==> src/rtl/core/positional_array_store_defines.svh <==
// ---------------------------------------------------------------------------
// Positional array store - assertion macros
// Shared concurrent assertion helpers; compiled out with NO_ASSERTIONS.
// ---------------------------------------------------------------------------
`ifndef POSITIONAL_ARRAY_STORE_DEFINES_SVH
`define POSITIONAL_ARRAY_STORE_DEFINES_SVH

`ifndef NO_ASSERTIONS
// property must hold at every rising clock edge outside reset
`define PAS_ASSERT_ALWAYS(label, clk, rst_n, prop) \
  label: assert property (@(posedge clk) disable iff (!rst_n) (prop)) \
    else $error("positional_array_store: assertion failed");
// consequent must hold in the cycle after the antecedent
`define PAS_ASSERT_NEXT(label, clk, rst_n, ante, cons) \
  label: assert property (@(posedge clk) disable iff (!rst_n) (ante) |=> (cons)) \
    else $error("positional_array_store: assertion failed");
`else
`define PAS_ASSERT_ALWAYS(label, clk, rst_n, prop)
`define PAS_ASSERT_NEXT(label, clk, rst_n, ante, cons)
`endif

`endif

==> src/rtl/core/pas_pkg.sv <==
// ---------------------------------------------------------------------------
// Positional array store - package
// Sizes, codes and the item types shared by the block's modules.
// ---------------------------------------------------------------------------
package pas_pkg;

  // list storage
  localparam int DEPTH       = 32;
  localparam int MAX_RESULTS = 32;
  localparam int IDX_W       = $clog2(DEPTH);
  localparam int CNT_W       = $clog2(DEPTH + 1);

  // fixed field widths
  localparam int OP_W      = 2;
  localparam int VALUE_W   = 32;
  localparam int POS_W     = 6;
  localparam int LIMIT_W   = 6;
  localparam int STATUS_W  = 3;
  localparam int OUT_IDX_W = 5;
  localparam int OUT_CNT_W = 6;

  // width wide enough to compare positions, counts and limits
  localparam int CMP_W = (CNT_W > POS_W) ? CNT_W : POS_W;

  localparam logic [LIMIT_W-1:0] LIMIT_RESET = LIMIT_W'(32);

  // command queue between front and back
  localparam int QUEUE_DEPTH = 2;
  localparam int QPTR_W      = (QUEUE_DEPTH > 1) ? $clog2(QUEUE_DEPTH) : 1;
  localparam int QCNT_W      = $clog2(QUEUE_DEPTH + 1);

  typedef enum logic [OP_W-1:0] {
    OP_INSERT = 2'd0,
    OP_DELETE = 2'd1,
    OP_SEARCH = 2'd2,
    OP_DUMP   = 2'd3
  } pas_op_e;

  typedef enum logic [STATUS_W-1:0] {
    ST_OK       = 3'd0,
    ST_FULL     = 3'd1,
    ST_BADPOS   = 3'd2,
    ST_NOTFOUND = 3'd3,
    ST_EMPTY    = 3'd4
  } pas_status_e;

  typedef enum logic [1:0] {
    S_IDLE,
    S_SEARCH,
    S_DUMP
  } pas_state_e;

  typedef struct packed {
    pas_op_e                   op;
    logic signed [VALUE_W-1:0] value;
    logic [POS_W-1:0]          position;
  } pas_cmd_t;

  typedef struct packed {
    pas_status_e               status;
    logic [OUT_IDX_W-1:0]      index;
    logic signed [VALUE_W-1:0] entry_value;
    logic [OUT_CNT_W-1:0]      entry_count;
    logic                      last;
  } pas_result_t;

endpackage

==> src/rtl/core/pas_in_if.sv <==
// ---------------------------------------------------------------------------
// Positional array store - request channel
// Carries one operation item with valid/ready handshake.
// ---------------------------------------------------------------------------
interface pas_in_if;
  logic                               valid;
  logic                               ready;
  logic [pas_pkg::OP_W-1:0]           operation;
  logic signed [pas_pkg::VALUE_W-1:0] value;
  logic [pas_pkg::POS_W-1:0]          position;

  modport source (output valid, operation, value, position, input ready);
  modport sink   (input valid, operation, value, position, output ready);
endinterface

==> src/rtl/core/pas_out_if.sv <==
// ---------------------------------------------------------------------------
// Positional array store - result channel
// Carries one result item with valid/ready handshake.
// ---------------------------------------------------------------------------
interface pas_out_if;
  logic                               valid;
  logic                               ready;
  logic [pas_pkg::STATUS_W-1:0]       status;
  logic [pas_pkg::OUT_IDX_W-1:0]      index;
  logic signed [pas_pkg::VALUE_W-1:0] entry_value;
  logic [pas_pkg::OUT_CNT_W-1:0]      entry_count;
  logic                               last;

  modport source (output valid, status, index, entry_value, entry_count, last,
                  input ready);
  modport sink   (input valid, status, index, entry_value, entry_count, last,
                  output ready);
endinterface

==> src/rtl/core/pas_cfg_if.sv <==
// ---------------------------------------------------------------------------
// Positional array store - configuration write channel
// Writes the capacity limit register.
// ---------------------------------------------------------------------------
interface pas_cfg_if;
  logic                           valid;
  logic                           ready;
  logic [pas_pkg::LIMIT_W-1:0]    capacity_limit;

  modport source (output valid, capacity_limit, input ready);
  modport sink   (input valid, capacity_limit, output ready);
endinterface

==> src/rtl/core/positional_array_store.sv <==
// ---------------------------------------------------------------------------
// Positional array store - top level
// Ordered list of signed 32-bit values with insert, delete, search and dump.
// ---------------------------------------------------------------------------
// Channels: in_i takes one operation item (operation, value, position);
// out_o returns result items; cfg_i writes capacity_limit (always ready).
// Every item yields one result with last set, except a dump of a non-empty
// list, which yields one result per entry (at most 32) with last on the end.
// Path: an accepted item passes the front register and the queue to the
// execution stage, whose result register holds its result; a search also
// passes the registered hit vector. Insert, delete and refused items run
// straight from idle; a search registers a compare of every cell, then the
// priority pick; a dump latches its length, then emits its entries in order.
// The execution sequencer handles one item at a time; the two-entry queue
// and front register keep accepting items meanwhile.
// Reset: the list is empty and the capacity limit is 32; entry cells are not
// cleared. When the receiver stalls, the result register holds its item,
// the sequencer waits, and the queue then fills and stalls the input.
// ---------------------------------------------------------------------------
module positional_array_store (
  input  logic     clk_i,
  input  logic     rst_ni,
  pas_in_if.sink   in_i,
  pas_out_if.source out_o,
  pas_cfg_if.sink  cfg_i
);

  logic [pas_pkg::LIMIT_W-1:0] limit_q;
  logic [pas_pkg::CMP_W-1:0]   limit_ext, cap;
  logic                        f_valid, f_ready, q_valid, q_ready;
  pas_pkg::pas_cmd_t           f_cmd, q_cmd;

  // capacity limit register
  assign cfg_i.ready = 1'b1;

  always_ff @(posedge clk_i or negedge rst_ni) begin
    if (!rst_ni) begin
      limit_q <= pas_pkg::LIMIT_RESET;
    end else if (cfg_i.valid && cfg_i.ready) begin
      limit_q <= cfg_i.capacity_limit;
    end
  end

  // effective capacity, clipped to the list depth
  assign limit_ext = pas_pkg::CMP_W'(limit_q);
  assign cap = (limit_ext > pas_pkg::CMP_W'(pas_pkg::DEPTH))
               ? pas_pkg::CMP_W'(pas_pkg::DEPTH) : limit_ext;

  pas_front u_front (
    .clk_i       (clk_i),
    .rst_ni      (rst_ni),
    .in_i        (in_i),
    .cmd_valid_o (f_valid),
    .cmd_ready_i (f_ready),
    .cmd_o       (f_cmd)
  );

  pas_queue u_queue (
    .clk_i        (clk_i),
    .rst_ni       (rst_ni),
    .push_valid_i (f_valid),
    .push_ready_o (f_ready),
    .push_cmd_i   (f_cmd),
    .pop_valid_o  (q_valid),
    .pop_ready_i  (q_ready),
    .pop_cmd_o    (q_cmd)
  );

  pas_exec u_exec (
    .clk_i       (clk_i),
    .rst_ni      (rst_ni),
    .cmd_valid_i (q_valid),
    .cmd_ready_o (q_ready),
    .cmd_i       (q_cmd),
    .cap_i       (cap),
    .out_o       (out_o)
  );

endmodule

==> src/rtl/core/pas_front.sv <==
// ---------------------------------------------------------------------------
// Positional array store - front end
// Accepts request items, decodes the operation and stages them for the queue.
// ---------------------------------------------------------------------------
module pas_front (
  input  logic              clk_i,
  input  logic              rst_ni,
  pas_in_if.sink            in_i,
  output logic              cmd_valid_o,
  input  logic              cmd_ready_i,
  output pas_pkg::pas_cmd_t cmd_o
);

  logic              vld_q, vld_d;
  logic              take;
  pas_pkg::pas_cmd_t cmd_q;

  // stage is free when empty or draining into the queue this cycle
  assign in_i.ready = !vld_q || cmd_ready_i;
  assign take       = in_i.valid && in_i.ready;

  always_comb begin
    vld_d = vld_q;
    if (take) begin
      vld_d = 1'b1;
    end else if (cmd_ready_i) begin
      vld_d = 1'b0;
    end
  end

  always_ff @(posedge clk_i or negedge rst_ni) begin
    if (!rst_ni) begin
      vld_q <= 1'b0;
    end else begin
      vld_q <= vld_d;
    end
  end

  // decode and capture payload
  always_ff @(posedge clk_i) begin
    if (take) begin
      cmd_q.op       <= pas_pkg::pas_op_e'(in_i.operation);
      cmd_q.value    <= in_i.value;
      cmd_q.position <= in_i.position;
    end
  end

  assign cmd_valid_o = vld_q;
  assign cmd_o       = cmd_q;

endmodule

==> src/rtl/core/pas_queue.sv <==
// ---------------------------------------------------------------------------
// Positional array store - command queue
// Short FIFO that decouples the front end from the execution back end.
// ---------------------------------------------------------------------------
module pas_queue (
  input  logic              clk_i,
  input  logic              rst_ni,
  input  logic              push_valid_i,
  output logic              push_ready_o,
  input  pas_pkg::pas_cmd_t push_cmd_i,
  output logic              pop_valid_o,
  input  logic              pop_ready_i,
  output pas_pkg::pas_cmd_t pop_cmd_o
);

  pas_pkg::pas_cmd_t                  slot_q [pas_pkg::QUEUE_DEPTH];
  logic [pas_pkg::QPTR_W-1:0]         wr_ptr_q, rd_ptr_q;
  logic [pas_pkg::QCNT_W-1:0]         fill_q;
  logic                               push, pop;

  assign push_ready_o = fill_q != pas_pkg::QCNT_W'(pas_pkg::QUEUE_DEPTH);
  assign pop_valid_o  = fill_q != '0;
  assign push         = push_valid_i && push_ready_o;
  assign pop          = pop_valid_o && pop_ready_i;
  assign pop_cmd_o    = slot_q[rd_ptr_q];

  function automatic logic [pas_pkg::QPTR_W-1:0] ptr_inc(
    input logic [pas_pkg::QPTR_W-1:0] ptr
  );
    if (ptr == pas_pkg::QPTR_W'(pas_pkg::QUEUE_DEPTH - 1)) begin
      return '0;
    end
    return ptr + 1'b1;
  endfunction

  // pointers and fill level
  always_ff @(posedge clk_i or negedge rst_ni) begin
    if (!rst_ni) begin
      wr_ptr_q <= '0;
      rd_ptr_q <= '0;
      fill_q   <= '0;
    end else begin
      if (push) begin
        wr_ptr_q <= ptr_inc(wr_ptr_q);
      end
      if (pop) begin
        rd_ptr_q <= ptr_inc(rd_ptr_q);
      end
      if (push && !pop) begin
        fill_q <= fill_q + 1'b1;
      end else if (pop && !push) begin
        fill_q <= fill_q - 1'b1;
      end
    end
  end

  // storage
  always_ff @(posedge clk_i) begin
    if (push) begin
      slot_q[wr_ptr_q] <= push_cmd_i;
    end
  end

endmodule

==> src/rtl/core/pas_exec.sv <==
// ---------------------------------------------------------------------------
// Positional array store - execution back end
// Register chain holding the list, the operation sequencer and the result
// register.
// ---------------------------------------------------------------------------
`include "positional_array_store_defines.svh"

module pas_exec (
  input  logic                           clk_i,
  input  logic                           rst_ni,
  input  logic                           cmd_valid_i,
  output logic                           cmd_ready_o,
  input  pas_pkg::pas_cmd_t              cmd_i,
  input  logic [pas_pkg::CMP_W-1:0]      cap_i,
  pas_out_if.source                      out_o
);

  localparam int CMP_W = pas_pkg::CMP_W;
  localparam int CNT_W = pas_pkg::CNT_W;
  localparam int IDX_W = pas_pkg::IDX_W;

  pas_pkg::pas_state_e                       state_q, state_d;
  logic [CNT_W-1:0]                          count_q, count_d;
  logic signed [pas_pkg::VALUE_W-1:0]        entries_q [pas_pkg::DEPTH];
  logic [pas_pkg::DEPTH-1:0]                 hit_q;
  logic [IDX_W-1:0]                          dump_idx_q;
  logic [CNT_W-1:0]                          dump_n_q, dump_n;
  logic                                      dump_last;
  logic                                      out_valid_q;
  pas_pkg::pas_result_t                      out_q, res;
  logic                                      out_free, out_load;
  logic                                      ins_en, del_en, hit_load;
  logic                                      dump_start, dump_adv;
  logic [CMP_W-1:0]                          pos_ext, cnt_ext;
  logic                                      found;
  logic [IDX_W-1:0]                          found_idx;

  assign out_free  = !out_valid_q || out_o.ready;
  assign pos_ext   = CMP_W'(cmd_i.position);
  assign cnt_ext   = CMP_W'(count_q);
  assign dump_last = (CNT_W'(dump_idx_q) + CNT_W'(1)) == dump_n_q;

  // dump length, clipped to the result limit
  assign dump_n = (cnt_ext > CMP_W'(pas_pkg::MAX_RESULTS))
                  ? CNT_W'(pas_pkg::MAX_RESULTS) : count_q;

  // lowest matching index from the registered hit vector
  always_comb begin
    found     = 1'b0;
    found_idx = '0;
    for (int i = pas_pkg::DEPTH - 1; i >= 0; i--) begin
      if (hit_q[i]) begin
        found     = 1'b1;
        found_idx = IDX_W'(i);
      end
    end
  end

  // sequencer outputs
  always_comb begin
    cmd_ready_o     = 1'b0;
    ins_en          = 1'b0;
    del_en          = 1'b0;
    hit_load        = 1'b0;
    dump_start      = 1'b0;
    dump_adv        = 1'b0;
    out_load        = 1'b0;
    count_d         = count_q;
    res.status      = pas_pkg::ST_OK;
    res.index       = '0;
    res.entry_value = '0;
    res.last        = 1'b1;
    unique case (state_q)
      pas_pkg::S_IDLE: begin
        if (cmd_valid_i && out_free) begin
          cmd_ready_o = 1'b1;
          if (cmd_i.op == pas_pkg::OP_INSERT) begin
            out_load = 1'b1;
            if (cnt_ext >= cap_i) begin
              res.status = pas_pkg::ST_FULL;
            end else if (pos_ext > cnt_ext) begin
              res.status = pas_pkg::ST_BADPOS;
            end else begin
              ins_en  = 1'b1;
              count_d = count_q + 1'b1;
            end
          end else if (count_q == '0) begin
            out_load   = 1'b1;
            res.status = pas_pkg::ST_EMPTY;
          end else begin
            unique case (cmd_i.op)
              pas_pkg::OP_DELETE: begin
                out_load = 1'b1;
                if (pos_ext >= cnt_ext) begin
                  res.status = pas_pkg::ST_BADPOS;
                end else begin
                  del_en  = 1'b1;
                  count_d = count_q - 1'b1;
                end
              end
              pas_pkg::OP_SEARCH: hit_load   = 1'b1;
              pas_pkg::OP_DUMP:   dump_start = 1'b1;
              default: ;
            endcase
          end
        end
      end
      pas_pkg::S_SEARCH: begin
        if (out_free) begin
          out_load   = 1'b1;
          res.status = found ? pas_pkg::ST_OK : pas_pkg::ST_NOTFOUND;
          res.index  = found ? pas_pkg::OUT_IDX_W'(found_idx) : '0;
        end
      end
      pas_pkg::S_DUMP: begin
        if (out_free) begin
          out_load        = 1'b1;
          dump_adv        = 1'b1;
          res.index       = pas_pkg::OUT_IDX_W'(dump_idx_q);
          res.entry_value = entries_q[dump_idx_q];
          res.last        = dump_last;
        end
      end
      default: ;
    endcase
    res.entry_count = pas_pkg::OUT_CNT_W'(count_d);
  end

  // sequencer next state
  always_comb begin
    state_d = state_q;
    unique case (state_q)
      pas_pkg::S_IDLE: begin
        if (hit_load) begin
          state_d = pas_pkg::S_SEARCH;
        end else if (dump_start) begin
          state_d = pas_pkg::S_DUMP;
        end
      end
      pas_pkg::S_SEARCH: begin
        if (out_free) begin
          state_d = pas_pkg::S_IDLE;
        end
      end
      pas_pkg::S_DUMP: begin
        if (out_free && dump_last) begin
          state_d = pas_pkg::S_IDLE;
        end
      end
      default: state_d = pas_pkg::S_IDLE;
    endcase
  end

  // control registers
  always_ff @(posedge clk_i or negedge rst_ni) begin
    if (!rst_ni) begin
      state_q     <= pas_pkg::S_IDLE;
      count_q     <= '0;
      out_valid_q <= 1'b0;
      dump_idx_q  <= '0;
      dump_n_q    <= '0;
    end else begin
      state_q <= state_d;
      count_q <= count_d;
      if (out_load) begin
        out_valid_q <= 1'b1;
      end else if (out_o.ready) begin
        out_valid_q <= 1'b0;
      end
      if (dump_start) begin
        dump_idx_q <= '0;
        dump_n_q   <= dump_n;
      end else if (dump_adv) begin
        dump_idx_q <= IDX_W'(dump_idx_q + 1'b1);
      end
    end
  end

  // result register and search hit vector
  always_ff @(posedge clk_i) begin
    if (out_load) begin
      out_q <= res;
    end
    if (hit_load) begin
      for (int i = 0; i < pas_pkg::DEPTH; i++) begin
        hit_q[i] <= (entries_q[i] == cmd_i.value) && (CNT_W'(i) < count_q);
      end
    end
  end

  // list cells: each shifts from a neighbor or takes the inserted value
  for (genvar g = 0; g < pas_pkg::DEPTH; g++) begin : g_cell
    logic signed [pas_pkg::VALUE_W-1:0] below_w, above_w;
    logic                               at_pos, past_pos;

    if (g == 0) begin : g_first
      assign below_w = '0;
    end else begin : g_below
      assign below_w = entries_q[g-1];
    end
    if (g == pas_pkg::DEPTH - 1) begin : g_last
      assign above_w = entries_q[g];
    end else begin : g_above
      assign above_w = entries_q[g+1];
    end

    assign at_pos   = CMP_W'(g) == pos_ext;
    assign past_pos = CMP_W'(g) > pos_ext;

    always_ff @(posedge clk_i) begin
      if (ins_en) begin
        if (at_pos) begin
          entries_q[g] <= cmd_i.value;
        end else if (past_pos) begin
          entries_q[g] <= below_w;
        end
      end else if (del_en && (at_pos || past_pos)) begin
        entries_q[g] <= above_w;
      end
    end
  end

  assign out_o.valid       = out_valid_q;
  assign out_o.status      = out_q.status;
  assign out_o.index       = out_q.index;
  assign out_o.entry_value = out_q.entry_value;
  assign out_o.entry_count = out_q.entry_count;
  assign out_o.last        = out_q.last;

  // checks
  `PAS_ASSERT_ALWAYS(a_count_bound, clk_i, rst_ni, count_q <= CNT_W'(pas_pkg::DEPTH))
  `PAS_ASSERT_NEXT(a_search_reply, clk_i, rst_ni, state_q == pas_pkg::S_SEARCH && out_free, out_valid_q)
  `PAS_ASSERT_ALWAYS(a_dump_range, clk_i, rst_ni, state_q != pas_pkg::S_DUMP || CNT_W'(dump_idx_q) < dump_n_q)
  `PAS_ASSERT_NEXT(a_count_step, clk_i, rst_ni, 1'b1, count_q == $past(count_q) || count_q == $past(count_q) + 1'b1 || count_q == $past(count_q) - 1'b1)

endmodule
==> src/flat_wrapper.sv <==
// flat-port wrapper written by rule: the top's interface ports become plain ports
module positional_array_store_flat 
  (clk_i, rst_ni, in_i_valid, in_i_operation, in_i_value, in_i_position, in_i_ready, out_o_valid, out_o_status, out_o_index, out_o_entry_value, out_o_entry_count, out_o_last, out_o_ready, cfg_i_valid, cfg_i_capacity_limit, cfg_i_ready);
  pas_in_if in_i_i ();
  pas_out_if out_o_i ();
  pas_cfg_if cfg_i_i ();
  input  logic clk_i;
  input  logic rst_ni;
  input wire logic [$bits(in_i_i.valid)-1:0] in_i_valid;
  input wire logic [$bits(in_i_i.operation)-1:0] in_i_operation;
  input wire logic [$bits(in_i_i.value)-1:0] in_i_value;
  input wire logic [$bits(in_i_i.position)-1:0] in_i_position;
  output wire logic [$bits(in_i_i.ready)-1:0] in_i_ready;
  output wire logic [$bits(out_o_i.valid)-1:0] out_o_valid;
  output wire logic [$bits(out_o_i.status)-1:0] out_o_status;
  output wire logic [$bits(out_o_i.index)-1:0] out_o_index;
  output wire logic [$bits(out_o_i.entry_value)-1:0] out_o_entry_value;
  output wire logic [$bits(out_o_i.entry_count)-1:0] out_o_entry_count;
  output wire logic [$bits(out_o_i.last)-1:0] out_o_last;
  input wire logic [$bits(out_o_i.ready)-1:0] out_o_ready;
  input wire logic [$bits(cfg_i_i.valid)-1:0] cfg_i_valid;
  input wire logic [$bits(cfg_i_i.capacity_limit)-1:0] cfg_i_capacity_limit;
  output wire logic [$bits(cfg_i_i.ready)-1:0] cfg_i_ready;
  assign in_i_i.valid = in_i_valid;
  assign in_i_i.operation = in_i_operation;
  assign in_i_i.value = in_i_value;
  assign in_i_i.position = in_i_position;
  assign in_i_ready = in_i_i.ready;
  assign out_o_valid = out_o_i.valid;
  assign out_o_status = out_o_i.status;
  assign out_o_index = out_o_i.index;
  assign out_o_entry_value = out_o_i.entry_value;
  assign out_o_entry_count = out_o_i.entry_count;
  assign out_o_last = out_o_i.last;
  assign out_o_i.ready = out_o_ready;
  assign cfg_i_i.valid = cfg_i_valid;
  assign cfg_i_i.capacity_limit = cfg_i_capacity_limit;
  assign cfg_i_ready = cfg_i_i.ready;
  positional_array_store u_core (.clk_i(clk_i), .rst_ni(rst_ni), .in_i(in_i_i), .out_o(out_o_i), .cfg_i(cfg_i_i));
endmodule
==> config.mk <==
export PLATFORM = sky130hd
export DESIGN_NAME = positional_array_store_flat
export DESIGN_NICKNAME = d
export VERILOG_FILES = /design/src/rtl/core/pas_pkg.sv /design/src/rtl/core/pas_in_if.sv /design/src/rtl/core/pas_out_if.sv /design/src/rtl/core/pas_cfg_if.sv /design/src/rtl/core/positional_array_store.sv /design/src/rtl/core/pas_front.sv /design/src/rtl/core/pas_queue.sv /design/src/rtl/core/pas_exec.sv /design/src/flat_wrapper.sv
export VERILOG_INCLUDE_DIRS = /design/src /design/src/rtl/core
export SDC_FILE = /design/constraint.sdc
export NUM_CORES = 2
export LEC_CHECK = 0
export BUFFER_PORTS_ARGS = -buffer_cell sky130_fd_sc_hd__buf_2
export CELL_PAD_IN_SITES_DETAIL_PLACEMENT = 0
export CELL_PAD_IN_SITES_GLOBAL_PLACEMENT = 2
export CORE_MARGIN = 2
export CORE_UTILIZATION = 45
export CTS_CLUSTER_DIAMETER = 80
export DETAILED_ROUTE_END_ITERATION = 10
export PLACE_DENSITY_LB_ADDON = 0.08
export SETUP_SLACK_MARGIN = 0.4
export SLEW_MARGIN = 20
export SYNTH_ARGS = -nofsm -noshare
export SYNTH_HDL_FRONTEND = slang
export SYNTH_SLANG_ARGS = --single-unit
export TNS_END_PERCENT = 30
==> constraint.sdc <==
create_clock -name clk_i -period 7.5 [get_ports clk_i]
set_input_delay 1.125 -clock clk_i [delete_from_list [all_inputs] [get_ports clk_i]]
set_output_delay 1.125 -clock clk_i [all_outputs]
set_load 0.01 [all_outputs]
# --- After elaboration in Yosys (flattened, before gate mapping) ---
# Memory sizes are Yosys's and may differ from the RTL's.
# Cells that the tools add are included.
op_classes:
  n_eq_ne: 73
  mux: 524
  add_sub_neg: 8
  reduce_logical: 121
  magnitude_cmp: 69
  n_bitwise: 64
op_table:
  columns: ["cell", "n"]
  rows:
  - ["$mux 32", 64]
  - ["$eq 32x32->1", 32]
  - ["$mux 1", 395]
  - ["$mux 5", 35]
  - ["$eq 5x6->1 const A", 16]
  - ["$gt 5x6->1 const A", 16]
  - ["$lt 5x6->1 const A", 16]
  - ["$logic_and 1x1->1", 71]
  - ["$or 1x1->1", 64]
  - ["$mux 6", 10]
  - ["$eq 4x6->1 const A", 8]
  - ["$gt 4x6->1 const A", 8]
  - ["$lt 4x6->1 const A", 8]
  - ["$mux 37", 1]
  - ["$logic_or 1x1->1", 34]
  - ["$eq 3x6->1 const A", 4]
  - ["$gt 3x6->1 const A", 4]
  - ["$lt 3x6->1 const A", 4]
  - ["$mux 2", 11]
  - ["$eq 2x6->1 const A", 2]
  - ["$ge 6x6->1", 2]
  - ["$gt 1x6->1 const A", 2]
  - ["$gt 2x6->1 const A", 2]
  - ["$gt 6x6->1 const B", 2]
  - ["other kinds (29)", 48]
word_totals:
  wordCells: 880
  n_memories: 2
  input_bits: 51
  ram_bits: 1104
  out_inout_bits: 50
  ff_bits: 150
mem_list:
  columns: ["name", "words", "width", "read_ports", "rd_ports_with_merged_regs", "wr", "line_no", "rtl"]
  rows:
  - ["u_core.u_exec.entries_q", 32, 32, 33, 0, 32, "pas_exec.sv:24", "logic signed [pas_pkg::VALUE_W-1:0] entries_q [pas_pkg::DEPTH];"]
  - ["u_core.u_queue.slot_q", 2, 40, 1, 0, 1, "pas_queue.sv:16", "pas_pkg::pas_cmd_t slot_q [pas_pkg::QUEUE_DEPTH];"]

# --- Logic depth before layout (Yosys ltp) ---
logic_depth:
  ltp_word: 35
  depth_mapped: 18
  ltp_nobuf: 9

# --- Hierarchy ---
# A second synthesis with hierarchy kept.
unflattened:
  cells_unflattened: 7707
  area_unflattened_um2: 80943.9
by_module_without_submodules:
  columns: ["mod", "instances", "cells_per_inst", "area_each_um2"]
  rows:
  - ["pas_exec", 1, 7499, 76105.5]
  - ["pas_queue", 1, 143, 3284.4]
  - ["pas_front", 1, 44, 1255.0]
  - ["positional_array_store", 1, 21, 299.0]

# --- Worst setup path before layout ---
# Ideal clock, no wire load.
synth_path:
  path_type: "reg2reg"
  from: "reg u_core.u_queue.rd_ptr_q"
  to: "mem u_core.u_exec.entries_q[14][0] (netlist name) (enable)"
  path_stages_with_launch: 18
  setup_time_ps: 468
  setup_slack_ps: 1406
  arrival_ps: 5627
  synth_period_minus_slack_ps: 6094
  n_path_buf: 9
  required_time_ps: 7032
  cell_sequence: "dfrtp_1 > buf_6 > buf_6 > buf_6 > buf_6 > buf_8 > buf_6 > mux2i_1 > inv_1 > ha_1 > and4_1 > o21ai_0 > a32o_1 > clkbuf_1 > clkbuf_1 > a21oi_1 > clkbuf_1 > nor3b_1"
synth_rtl:
  columns: ["element", "line_no", "rtl"]
  rows:
  - ["from (decl)", "pas_queue.sv:17", "logic [pas_pkg::QPTR_W-1:0] wr_ptr_q, rd_ptr_q;"]
  - ["from (signal assigned)", "pas_queue.sv:47", "rd_ptr_q <= ptr_inc(rd_ptr_q);"]
  - ["to (decl)", "pas_exec.sv:24", null]

==> summary by stage <==
STA
The ratio of final minimum period to clock period is 69.5%. The transition time of the tightest slew-check pin is 1.30 ns. The final setup violation count is 0. The max-slew violation count is 0. After layout, the minimum clock period comes to 5.21 ns.

The timing-limited maximum frequency is 192 MHz. The setup total negative slack is 0 ns. The final hold slack is 0.372 ns. Setup repair after global routing left no endpoint under its margin.

The worst max-slew margin expressed relative to the limit is 12.7%. The final count of hold timing violations came to 0. For the final database, setup skew stands at 0.0365 ns.

Worst hold path
The path class of the tightest hold or removal check is in2async.

Routing
The post-detailed-route count of antenna-violating nets is 0. The amount of wire on met3 after detailed routing is 72,500 um. The first TritonRoute pass finished after 8 iterations.

After the first detailed-routing iteration, the DRC count stood at 12,700. Summed over all layers, the routed wires come to 417,000 um. After detailed routing, the number of remaining DRC violations is 0. In the detailed route, the total length drawn on met2 is 153,000 um. The detailed-route wire length on metal 1 is 168,000 um. The highest metal layer carrying signal wires in the routed design is met5. The number of vias per cell is 6.89. After detailed routing, the average wire length per cell comes to 43.4 um. Across all layers, the routed design uses 66,400 vias.

Worst setup path
The start-to-end type of the worst setup path is reg2reg. The reg-to-reg startpoint is u_core.u_exec.cnt_ext[1]. Setup slack on the worst reg-to-reg path comes out at 2.29 ns. The cell with the most instances on the worst path is sky130_fd_sc_hd__buf_4. The category of cells accounting for the largest share of critical-path delay is simple AND/OR/NAND/NOR gates. The maximum fanout along the worst path is 65. The number of buffer and inverter stages on the critical path is 3. At the worst endpoint, the required time is 7.95 ns. The launching element type of the critical path is a flip-flop. The category of the worst setup path capture point is a flip-flop. Traced cell by cell, the critical path runs through inv_1 -> ha_1 -> or3b_2 -> nand2b_1 -> nand3_1 -> buf_4 -> or4_2 -> buf_4 -> nand2_2. The largest individual stage delay along the critical path comes from the cell sky130_fd_sc_hd__dfrtp_1. The arrival time at the worst endpoint is 5.66 ns. The capture instance of the worst register-to-register path is u_core.u_exec.entries_q[11][0]. The path depth of the worst reg2reg path is 9. On the worst path, the slowest cell contributes a delay of 1.05 ns. The source of the critical timing path is u_core.u_exec.cnt_ext[1].

Clock network
The tree is rooted in a sky130_fd_sc_hd__clkbuf_16. After clock tree synthesis, the clock-pin slew on the worst setup and hold paths is 0.06 ns. The number of post-CTS setup repair buffers is 0. TritonCTS built the clock tree.

The clock latency on the worst-skew pair is 0.85 ns. The clock passes through at most 3 buffers. The total number of clock tree sinks is 1,254. The quantity of gates resized following cts is 0. In this run, CTS created clock tree buffers numbering 155. The quantity of hold-fixing buffers added after cts is 0. The clock tree synthesis step divided the H-tree into 4 levels.

Pwr
The maximum resistive drop on vdd is 0.420 mV. The total power divided by cell area is 441 nW/um2. The analysis attributes to cell leakage a power of 0.0328 uW.

Power comes to 39,900 uW.

Floorplan
The initial cell density of the core is 45.2%. The area of the placeable core is 181,000 um2. In this run the vertical extent of the chip is 430 um. The count of pins on the block boundary is 101.

The die covers 185,000 um2. The count of standard-cell rows is 156. The die width is 430 um.

Placed design
The HPWL reported at the end of detailed placement is 307,000 um. The number of port buffers is 99. The placer congestion estimate is 1.04.

Synthesis
The most used flip-flop cell after synthesis is sky130_fd_sc_hd__edfxtp_1. In the post-synthesis netlist, the biggest area contributors are sky130_fd_sc_hd__edfxtp_1 (45%), sky130_fd_sc_hd__mux2i_1 (12%), sky130_fd_sc_hd__xnor2_1 (11%), sky130_fd_sc_hd__mux4_2 (8.8%), sky130_fd_sc_hd__o21ai_0 (3.5%). Synthesis produced 7,240 cells. The number of nets in the synthesized netlist is 7,312. Ranked by instance count, the synthesized netlist is headed by sky130_fd_sc_hd__edfxtp_1 (1,223), sky130_fd_sc_hd__xnor2_1 (1,031), sky130_fd_sc_hd__mux2i_1 (994), sky130_fd_sc_hd__nand2_1 (587), sky130_fd_sc_hd__o21ai_0 (575). The synthesized area per cell is 11.3 um2.

The proportion of netlist area held by the largest area contributor is 45.0%. In the post-synthesis netlist, the cell with the most instances is sky130_fd_sc_hd__edfxtp_1. Of all cell types, the one taking the most synthesized area is sky130_fd_sc_hd__edfxtp_1. The number of flip-flops and latches in the synthesized netlist is 1,254. The fraction of registers with async set or reset after synthesis is 2.47%. The share of the Yosys chip area taken by registers is 45.9%. The number of flops mapped to enable cells by yosys is 1,223. In this run, distinct cell masters in the synthesized netlist total 74. The Yosys step of the flow raised 0 warnings. After synthesis the cells add up to 81,600 um2.

Finish
Summing all multi-input logic gate instances after layout gives 42,100 um2. The filler cells instantiated in the layout total 16,400. For this run, the share of the core covered by cells in the final layout is 50.0%.

Compared with the post-synthesis result, the final layout area differs by 10.6%. The share of post-route cells with drive strength above 1 is 14.8%. The net count of the finished layout is 7,196. The sequential cells in the finished layout cover a total of 37,500 um2.

Global route
The number of antenna violations at the first check in global routing is 35. Across every metal layer, demand over resource in global routing totals 44.1%. The number of global-route vias before repair was 59,500. Entering global routing, the biggest net connects 103 pins. The first-pass GRT wire length is 549,000 um. The leftover overflow at the end of global routing is 0.

Outcome
The flow ran to the end, and the final reports show no timing, DRC or antenna violations.

Flow run
Across the run, the number of max-cap violations was 0.
==> cell usage in the layout, fill, tap and decap left out, types with 99 or more instances in the layout <==
cell type | netlist | layout
sky130_fd_sc_hd__a21oi_1 | 520 | 515
sky130_fd_sc_hd__buf_2 | 166 | 99
sky130_fd_sc_hd__buf_4 | 13 | 245
sky130_fd_sc_hd__clkbuf_16 | 0 | 164
sky130_fd_sc_hd__edfxtp_1 | 1223 | 1223
sky130_fd_sc_hd__mux2i_1 | 994 | 981
sky130_fd_sc_hd__mux4_2 | 320 | 320
sky130_fd_sc_hd__nand2_1 | 587 | 584
sky130_fd_sc_hd__nand4_1 | 185 | 185
sky130_fd_sc_hd__nor2_1 | 574 | 561
sky130_fd_sc_hd__nor4_1 | 144 | 142
sky130_fd_sc_hd__o21ai_0 | 575 | 571
sky130_fd_sc_hd__xnor2_1 | 1031 | 1031
==> cell families after synthesis <==
group | after synthesis | synth area share (%)
mux | 1374 | 22.1
flops | 1254 | 45.9
buf+inv | 662 | 3.46
compound gates | 1198 | 7.70
other cells | 1 | 0.00459
fa+ha+maj | 21 | 0.322
xor+xnor | 1038 | 11.1
simple gates | 1692 | 9.38
==> metrics by stage <==
step | setup WS (ns) | cells | cell area, um2
finish | 2.29 | 9626 | 90300
floorplan | 1.41 | 7240 | 81600
global route | 2.26 | 9619 | 90300
CTS | 2.41 | 9616 | 90200
global placement | 2.03 | 9328 | 85300
detailed placement | 2.43 | 9335 | 85400
==> state kept, by name, summed over array words and instances, names as in the netlist, 32 cells and up <==
register and cells:
u_core.u_queue.slot_q 80, u_core.u_exec.hit_q 32, u_core.u_exec.entries_q 1024, u_core.u_exec.out_o.entry_value 32
u_core.u_front.cmd_o 40
==> final cells by class <==
cell class / count / share of cell area [%]
multi-input combinational: 5324 / 46.6
tap: 2370 / 3.28
sequential: 1254 / 41.6
inverter: 22 / 0.0915
antenna: 8 / 0.0222
timing repair buffer: 367 / 3.15
clock inverter: 75 / 0.528
clock buffer: 206 / 4.72
==> worst max path at each step <==
| stage | to | depth (start not counted) |
|---|---|---|
| 3_5_place_dp | u_core.u_exec.entries_q[11][11] | 9 |
| 4_1_cts | u_core.u_exec.entries_q[11][16] | 9 |
| 2_1_floorplan | u_core.u_exec.entries_q[14][0] | 17 |
| 5_1_grt | u_core.u_exec.entries_q[2][29] | 10 |
| 6_report | u_core.u_exec.entries_q[11][0] | 9 |
| 3_3_place_gp | u_core.u_exec.entries_q[11][0] | 9 |
==> per-layer routing <==
metal	up-vias	GRT usage, %
met3	709	20.4
met4	30	20.6
met1	33600	64.1
met5	-	0
li1	26600	-
met2	5411	54.2
==> power breakdown <==
part	switching [uW]	internal, uW	leakage [uW]
Clock	3290	4090	0.00230
Combinational	14100	6900	0.0190
Sequential	1580	9900	0.0115
Total	19000	20900	0.0328
==> worst reg2reg max path, delay by kind of cell, from the launching register on <==
| kind | cells | cell delay [ns] |
|---|---|---|
| simple gates | 5 | 2.33 |
| flops | 1 | 1.05 |
| buf+inv | 3 | 1.01 |
| fa+ha+maj | 1 | 0.44 |
Power figures use the tool's default switching activity.
